## src/hdl/air_pkg.sv

```systemverilog
`default_nettype none
package air_pkg;

  localparam logic [3:0] COND_ALWAYS = 4'hE;

  // Class masks and match values, in priority order.
  localparam logic [31:0] BRANCH_MASK   = 32'h0E000000;
  localparam logic [31:0] BRANCH_MATCH  = 32'h0A000000;
  localparam logic [31:0] BRANCH_TRAP   = 32'h0C000000;
  localparam logic [31:0] MRS_MASK      = 32'h0FBF0FFF;
  localparam logic [31:0] MRS_MATCH     = 32'h010F0000;
  localparam logic [31:0] MRS_TRAP      = 32'h01A00090;
  localparam logic [31:0] MSR_MASK      = 32'h0FB0FFF0;
  localparam logic [31:0] MSR_MATCH     = 32'h0120F000;
  localparam logic [31:0] MSR_TRAP      = 32'h01800090;
  localparam logic [31:0] BX_MASK       = 32'h0FFFFFF0;
  localparam logic [31:0] BX_MATCH      = 32'h012FFF10;
  localparam logic [31:0] BX_TRAP       = 32'h01B00090;
  localparam logic [31:0] LDM_PC_MASK   = 32'h0E108000;
  localparam logic [31:0] LDM_PC_MATCH  = 32'h08108000;
  localparam logic [31:0] LDM_PC_TRAP   = 32'h06400010;
  localparam logic [31:0] LDM_WB_MASK   = 32'h0E300000;
  localparam logic [31:0] LDM_WB_MATCH  = 32'h08300000;
  localparam logic [31:0] LDR_PC_MASK   = 32'h0C50F000;
  localparam logic [31:0] LDR_PC_MATCH  = 32'h0410F000;
  localparam logic [31:0] LDR_PC_TRAP   = 32'h0E800010;
  localparam logic [31:0] ALU_REG_MASK  = 32'h0E00F010;
  localparam logic [31:0] ALU_ISH_MATCH = 32'h0000F000;
  localparam logic [31:0] ALU_RSH_MATCH = 32'h0000F010;
  localparam logic [31:0] ALU_IMM_MASK  = 32'h0E00F000;
  localparam logic [31:0] ALU_IMM_MATCH = 32'h0200F000;
  localparam logic [31:0] ALU_ISH_TRAP  = 32'h0E000000;
  localparam logic [31:0] ALU_IMM_TRAP  = 32'h0E400000;
  localparam logic [31:0] MOVS_PC_MATCH = 32'h01B0F000;
  localparam logic [31:0] MOVS_PC_TRAP  = 32'h0E640000;
  localparam logic [31:0] SWI_MASK      = 32'h0F000000;
  localparam logic [31:0] SWI_MATCH     = 32'h0F000000;
  localparam logic [23:0] SWI_EXIT_A    = 24'h000000;
  localparam logic [23:0] SWI_EXIT_B    = 24'h260000;

  typedef struct packed {
    logic [31:0] patched_word;
    logic        keep_scanning;
    logic        unsupported;
  } result_t;

  // Moves the ALU fields (cond, opcode, S, Rn, operand2) into the trap layout.
  function automatic logic [31:0] alu_repack(input logic [31:0] base, input logic [31:0] w);
    alu_repack = base
               | {w[31:28], 28'h0}
               | {10'h0, w[20], w[24:21], 17'h0}
               | {15'h0, w[11:0], 5'h0}
               | {28'h0, w[19:16]};
  endfunction

endpackage
`default_nettype wire

```

## src/hdl/air_rewrite.sv

```systemverilog
`default_nettype none
module air_rewrite
  import air_pkg::*;
(
  input  wire logic [31:0] word,
  output result_t          res
);

  logic        cond_al;
  logic        ends;
  logic        unsup;
  logic [31:0] patched;
  logic [15:0] base_bit;
  logic [15:0] below_base;

  assign cond_al    = (word[31:28] == COND_ALWAYS);
  assign base_bit   = 16'(16'd1 << word[19:16]);
  assign below_base = base_bit - 16'd1;

  always_comb begin
    patched = word;
    ends    = 1'b0;
    unsup   = 1'b0;
    if ((word & BRANCH_MASK) == BRANCH_MATCH) begin
      patched = (word & ~BRANCH_MASK) | BRANCH_TRAP;
      ends    = 1'b1;
    end else if ((word & MRS_MASK) == MRS_MATCH) begin
      patched = MRS_TRAP | (word & 32'hF0400000) | {28'h0, word[15:12]};
    end else if ((word & MSR_MASK) == MSR_MATCH) begin
      patched = MSR_TRAP | (word & 32'hF04F000F) | {11'h0, word[25], 20'h0};
    end else if ((word & BX_MASK) == BX_MATCH) begin
      patched = BX_TRAP | (word & 32'hF000000F);
      ends    = 1'b1;
    end else if ((word & LDM_PC_MASK) == LDM_PC_MATCH) begin
      patched = LDM_PC_TRAP
              | (word & 32'hF1A00000)
              | {28'h0, word[19:16]}
              | {12'h0, word[14:0], 5'h0};
      ends    = 1'b1;
    end else if ((word & LDM_WB_MASK) == LDM_WB_MATCH) begin
      // Writeback is dropped when the base register is the lowest one loaded.
      if (((word[15:0] & base_bit) != 16'h0) && ((word[15:0] & below_base) == 16'h0)) begin
        patched = word & ~32'h00200000;
      end
    end else if ((word & LDR_PC_MASK) == LDR_PC_MATCH) begin
      if (!word[24]) begin
        unsup = 1'b1;
      end else begin
        patched = LDR_PC_TRAP
                | (word & 32'hF0200000)
                | {28'h0, word[19:16]}
                | {23'h0, word[3:0], 5'h0}
                | {12'h0, word[11:4], 12'h0}
                | {21'h0, word[24:23], 9'h0}
                | {9'h0, word[25], 22'h0};
      end
      ends = 1'b1;
    end else if ((word & ALU_REG_MASK) == ALU_ISH_MATCH) begin
      if (((word & BX_MASK) == MOVS_PC_MATCH) && (word[3:0] != 4'hF)) begin
        patched = MOVS_PC_TRAP | (word & 32'hF000000F);
      end else begin
        patched = alu_repack(ALU_ISH_TRAP, word);
      end
      ends = 1'b1;
    end else if ((word & ALU_REG_MASK) == ALU_RSH_MATCH) begin
      unsup = 1'b1;
      ends  = 1'b1;
    end else if ((word & ALU_IMM_MASK) == ALU_IMM_MATCH) begin
      patched = alu_repack(ALU_IMM_TRAP, word);
      ends    = 1'b1;
    end else if ((word & SWI_MASK) == SWI_MATCH) begin
      if ((word[23:0] == SWI_EXIT_A) || (word[23:0] == SWI_EXIT_B)) begin
        ends = 1'b1;
      end
    end
  end

  assign res.patched_word  = patched;
  assign res.keep_scanning = !(ends && cond_al);
  assign res.unsupported   = unsup;

endmodule
`default_nettype wire

```

## src/hdl/arm_instruction_rewriter.sv

```systemverilog
// Each accepted input beat passes the input and then the result register.
// Throughput: one instruction word per cycle; the input and result registers
// each hold when the side after them stalls.
// Reset: synchronous, active low; it empties both stages and keeps
// no other state.
`default_nettype none
module arm_instruction_rewriter
  import air_pkg::*;
(
  input  wire logic        clk,
  input  wire logic        rst_n,
  input  wire logic        in_valid,
  output logic             in_stall,
  input  wire logic [31:0] in_instruction_word,
  output logic             out_valid,
  input  wire logic        out_stall,
  output logic [31:0]      out_patched_word,
  output logic             out_keep_scanning,
  output logic             out_unsupported
);

  logic        s1_valid_r;
  logic        s1_valid_nxt;
  logic [31:0] s1_word_r;
  logic        s2_valid_r;
  logic        s2_valid_nxt;
  result_t     s2_res_r;
  result_t     rewrite_res;
  logic        s1_ready;
  logic        s2_ready;

  // A stage may load when it is empty or its beat leaves this cycle.
  assign s2_ready = !s2_valid_r || !out_stall;
  assign s1_ready = !s1_valid_r || s2_ready;
  assign in_stall = !s1_ready;

  assign s1_valid_nxt = s1_ready ? in_valid : s1_valid_r;
  assign s2_valid_nxt = s2_ready ? s1_valid_r : s2_valid_r;

  air_rewrite u_rewrite (
    .word (s1_word_r),
    .res  (rewrite_res)
  );

  always_ff @(posedge clk) begin
    if (!rst_n) begin
      s1_valid_r <= 1'b0;
      s2_valid_r <= 1'b0;
    end else begin
      s1_valid_r <= s1_valid_nxt;
      s2_valid_r <= s2_valid_nxt;
    end
  end

  always_ff @(posedge clk) begin
    if (in_valid && s1_ready) begin
      s1_word_r <= in_instruction_word;
    end
    if (s1_valid_r && s2_ready) begin
      s2_res_r <= rewrite_res;
    end
  end

  assign out_valid         = s2_valid_r;
  assign out_patched_word  = s2_res_r.patched_word;
  assign out_keep_scanning = s2_res_r.keep_scanning;
  assign out_unsupported   = s2_res_r.unsupported;

endmodule
`default_nettype wire

```

## config.mk

```make
export PLATFORM = sky130hd
export DESIGN_NAME = arm_instruction_rewriter
export DESIGN_NICKNAME = d
export VERILOG_FILES = /design/src/hdl/air_pkg.sv /design/src/hdl/air_rewrite.sv /design/src/hdl/arm_instruction_rewriter.sv
export SDC_FILE = /design/constraint.sdc
export NUM_CORES = 1
export LEC_CHECK = 0
export BUFFER_PORTS_ARGS = -buffer_cell sky130_fd_sc_hd__buf_2
export CAP_MARGIN = 0
export CORE_ASPECT_RATIO = 0.7
export CORE_MARGIN = 1
export CORE_UTILIZATION = 56
export CTS_CLUSTER_DIAMETER = 120
export CTS_CLUSTER_SIZE = 8
export DETAILED_ROUTE_END_ITERATION = 8
export PLACE_DENSITY = 0.77
export SLEW_MARGIN = 20
export SYNTH_ARGS = -nofsm -noshare
export SYNTH_HDL_FRONTEND = slang
export SYNTH_HIERARCHICAL = 1
export SYNTH_SLANG_ARGS = --single-unit
```

## constraint.sdc

```tcl
create_clock -name clk -period 3.7 [get_ports clk]
set_input_delay 0 -clock clk [delete_from_list [all_inputs] [get_ports clk]]
set_output_delay 0 -clock clk [all_outputs]
set_load 0.01 [all_outputs]
```

== Word-level counts from Yosys, hierarchy flattened ==
Index checks and enable logic that the tools add are counted.

* Add/subtract/negate cells: 1
* Equality and inequality tests: 15
* Shift operators: 1
* Mux-type cells: 29
* Bitwise gates (word level): 17
* Reduce and logical (&&, ||, !) cells: 17

{| class="wikitable"
|+ Operators by type and width
! operator !! count
|-
| 32-bit two-way mux || 12
|-
| 32-bit by 4-bit OR with 32-bit output || 5
|-
| 32-bit by 17-bit OR with 32-bit output || 2
|-
| 32-bit by 20-bit OR with 32-bit output || 2
|-
| 32-bit by 22-bit OR with 32-bit output || 2
|-
| 24-bit by 21-bit equality test with 1-bit output (second input constant) || 2
|-
| 16-bit bitwise AND || 2
|-
| 32-bit by 11-bit OR with 32-bit output || 1
|-
| 32-bit by 21-bit OR with 32-bit output || 1
|-
| 32-bit by 23-bit OR with 32-bit output || 1
|-
| 32-bit by 9-bit OR with 32-bit output || 1
|-
| 24-bit by 22-bit equality test with 1-bit output (second input constant) || 1
|-
| 24-bit logical NOT || 1
|-
| 23-bit by 20-bit equality test with 1-bit output (second input constant) || 1
|-
| 22-bit two-way mux || 1
|-
| 19-bit by 16-bit equality test with 1-bit output (second input constant) || 1
|-
| 8-bit by 5-bit equality test with 1-bit output (second input constant) || 2
|-
| 16-bit logical NOT || 1
|-
| 1-bit two-way mux || 16
|-
| 16-bit nonzero test || 1
|-
| 1-bit by 4-bit left shift with 16-bit output (first input constant) || 1
|-
| 16-bit by 1-bit subtractor with 16-bit output (second input constant) || 1
|-
| 5-bit equality test (second input constant) || 2
|-
| 4-bit equality test (second input constant) || 2
|-
| other kinds (8) || 18
|}

* Bits in registers: 68
* Input port bits: 36

== Longest topological paths before layout ==
* Depth after elaboration: 16
* Depth in mapped cells: 11
* Mapped depth without buffers: 8

== Modules after synthesis ==
Netlist, hierarchy kept.

{| class="wikitable"
|+ Modules (own cells, without submodules)
! module !! times used !! cells an instance !! area an instance (µm²)
|-
| arm_instruction_rewriter || 1 || 74 || 2,065.7
|-
| air_rewrite || 1 || 312 || 1,840.5
|}

== Worst setup path after synthesis ==
OpenSTA, ideal clock, no wires.

* Path kind: register to register
* Start point: register s1_valid_r
* End point: register s2_res_r (netlist bit out_keep_scanning) (enable)
* Setup time: 0.477 ns
* Arrival: 2.855 ns
* Slack: 0.367 ns
* Cell stages (with the launch flop): 2
* Path buffers: 0
* Cell sequence: dfxtp_1 a21boi_0

* Word-level cells in the longest chain between the ends: 1

{| class="wikitable"
|+ RTL lines
! element !! line !! source
|-
| from (decl) || arm_instruction_rewriter.sv:22 || <nowiki>logic s1_valid_r;</nowiki>
|-
| from (signal assigned) || arm_instruction_rewriter.sv:50 || <nowiki>s1_valid_r <= s1_valid_nxt;</nowiki>
|-
| 1-bit logical AND || arm_instruction_rewriter.sv:59 || <nowiki>if (s1_valid_r && s2_ready) begin</nowiki>
|-
| to (signal assigned) || arm_instruction_rewriter.sv:60 || <nowiki>s2_res_r <= rewrite_res;</nowiki>
|-
| to (decl) || arm_instruction_rewriter.sv:27 || <nowiki>result_t s2_res_r;</nowiki>
|}

No other way between the ends.
A chain may end at the register's enable or synchronous reset.

==> out/metrics.yaml <==
outcome: "finished clean"
skew_ns: 0.005629
cp.arrival_ns: 3.25
clk_pin_slew_ns: 0.07
num_antenna_cells: 0
slowest_delay_ns: 0.92
synth_area_um2: 3906
synthFlopType: "edfxtp_1"
rsz0062_at_grt: "no"
die_h_um: 71.88
crit_buf_inv: 0
dp_cells: 523
synth_top_cell_by_area: "edfxtp_1"
die_w_um: 101.8
area_delta_synth_final_pct: 23.32
synth_top_area_share: 0.5074
critPathRequiredTime_ns: 3.80
nets: 514
via_per_inst: 6.529
cts-resized-gates: 0
yosysMostFrequentCell: "edfxtp_1"
synth-seq-cells: 68
drt_iter0_markers: 586
ff_latch_area_um2: 2022
slowest_stage: "edfxtp_1"
p_leak_uw: 0.001827
synth_fp_nets: 423
finalSetupViolCount: 0
postRouteWirelength_um: 11720
ys_async_sr_fraction: 0
timing_worst_slew_pin_value_ns: 0.8691
clk_latency_ns: 0.35
num_io_pins: 72
htree_levels: 3
cp-end-kind: "flop"
startpoint_type: "flop"
finalCritPeriodShare: 0.8514
clk_path_buf_depth: 2
synthTopCellsByCount: "edfxtp_1 (66), nand2_1 (40), nor2_1 (30), a21oi_1 (26), clkbuf_1 (25)"
multiInputGateArea_um2: 1673
powerDensity_nw_per_um2: 348.6
dp_hpwl_um: 7676
criticalPathCategory: "flop to flop"
place.gp.congestion: 1.011
yosys_warnings: 6
antenna_left: 0
drc: 0
die_area_um2: 7319
vdd.ir_drop.worst_mv: 0.2529
cp_max_fo: 25
avgSynthCellArea_um2: 10.12
cp_top_family: "simple AND/OR/NAND/NOR gates"
drive_gt1_frac: 0.2225
slew_headroom: 0.4206
yosysSeqAreaShare: 0.5176
grt_pass1_wl_um: 18110
cts_buffers: 9
r2r_slack_ns: 0.55
period_needed_ns: 3.150
cts_sinks: 68
synth_cell_types: 68
fill_cells: 511
io_buffers: 71
clock.fmax_mhz: 317.4
grt_max_degree: 35
fin_cells: 575
track_usage: 0.3385
antenna_found_initial: 0
grt_pass1_vias: 3440
vias: 3754
syn-instance-count: 386
avgRoutedWirePerCell_um: 20.39
cap_viol_max_count: 0
synth_area_leaders: "edfxtp_1 (51%), nand2_1 (3.8%), a21oi_1 (3.3%)"
cts_tree: "done"
dr.pass1.iters: 7
hp-class: "input port to flop"
rows: 25
hold_viol: 0
path_cells: "nand4_1, or3_1, a211oi_2, nand2b_1, a221oi_1, o22a_1"
grt_overflow_total: 0
root_buffer: "clkbuf_8"
coreArea_um2: 6756
slew_violations: 0
initial_core_util: 0.5781
tns_ns: 0
synth-edff-count: 66
==> cell usage in the layout (no fill, tap or decap), drive strengths merged, types with 4 or more instances in the layout <==
cell type and instances:
clkinv 4, buf 81, clkbuf 11, o221a 4
nor2b 4, nand4 9, or3 6, nor2 30
o21ai 16, mux2i 4, a31oi 5, a21oi 26
dlygate4sd3 36, edfxtp 66, inv 12, and3 6
nor3 18, nor4 5, a2111oi 5, or4 6
nand3 13, nand2 40, nand3b 4, o22ai 7
==> final timing paths <==
kind | from | end | cells after the start
max | s1_word_r[16]$_DFFE_PP_ | out_patched_word[6]$_DFFE_PP_ | 6
min | out_stall | out_patched_word[21]$_DFFE_PP_ | 2
max reg2reg | s1_word_r[16]$_DFFE_PP_ | out_patched_word[6]$_DFFE_PP_ | 6
min reg2reg | s1_word_r[30]$_DFFE_PP_ | out_patched_word[30]$_DFFE_PP_ | 0
==> where the power goes <==
| group | switching, uW | leakage, uW | internal, uW |
|---|---|---|---|
| registers | 62.5 | 0.000644 | 896 |
| logic | 112 | 0.00111 | 111 |
| clock network | 265 | 0.0000780 | 233 |
| total | 440 | 0.00183 | 1240 |
==> flip-flops by register name, indices dropped and copies added (netlist names) <==
register           cells
out_patched_word      32
s1_word_r             32
out_unsupported        1
out_keep_scanning      1
s1_valid_r             1
out_valid              1
==> repair_timing <==
action                                  in CTS  in global routing
endpoints found under the setup margin       0                  0
hold buffers                                36                  0
setup buffers                                0                  0
endpoints found under the hold margin       34                  0
==> through the flow <==
stage / cell area (um2) / power, uW / util / setup slack, ns / hold WS [ns]
after floorplan: 3906 / 1075 / - / 0.3675 / 0.09887
after global placement: 4280 / 1150 / 0.6335 / 0.6793 / 0.1763
after detailed placement: 4280 / 1153 / 0.6335 / 0.6643 / 0.1781
after CTS: 4790 / 1670 / 0.7089 / 0.6453 / 0.2719
after global routing: 4817 / 1731 / 0.7130 / 0.4418 / 0.1073
final: 4817 / 1679 / 0.7130 / 0.5497 / 0.1028
==> routing by layer <==
metal  up-vias  global-route usage  wire [um]
met5         -                   0          0
met4         0              0.1540        439
met3        55              0.1083       1589
met2       319              0.4730       4872
met1      1719              0.4802       4821
li1       1661                   -          -
==> final cells by class <==
type,instances,share of cell area
tap,94,0.02442
multi-input combinational,269,0.3473
inverter,12,0.009351
clock buffer,11,0.02727
clock inverter,4,0.003636
timing repair buffer,117,0.1683
sequential,68,0.4197
==> cell families (layout without fill, tap and decap cells) <==
kind of cell,Yosys count,after routing,synth area share
AO/OA/AOI/OAI,104,104,0.1915
XOR/XNOR,1,1,0.002243
adder cells (fa/ha/maj),1,1,0.003203
buffers and inverters,49,144,0.05765
flip-flops,68,68,0.5176
multiplexers,4,4,0.01025
AND/OR/NAND/NOR,159,159,0.2175
==> worst register-to-register path, stage by stage, from the launching register on <==
cell	delay (ns)
edfxtp_1	0.92
nand4_1	0.27
or3_1	0.43
a211oi_2	0.43
nand2b_1	0.52
a221oi_1	0.11
o22a_1	0.23
No activity file was read; power rests on OpenSTA's default activity.
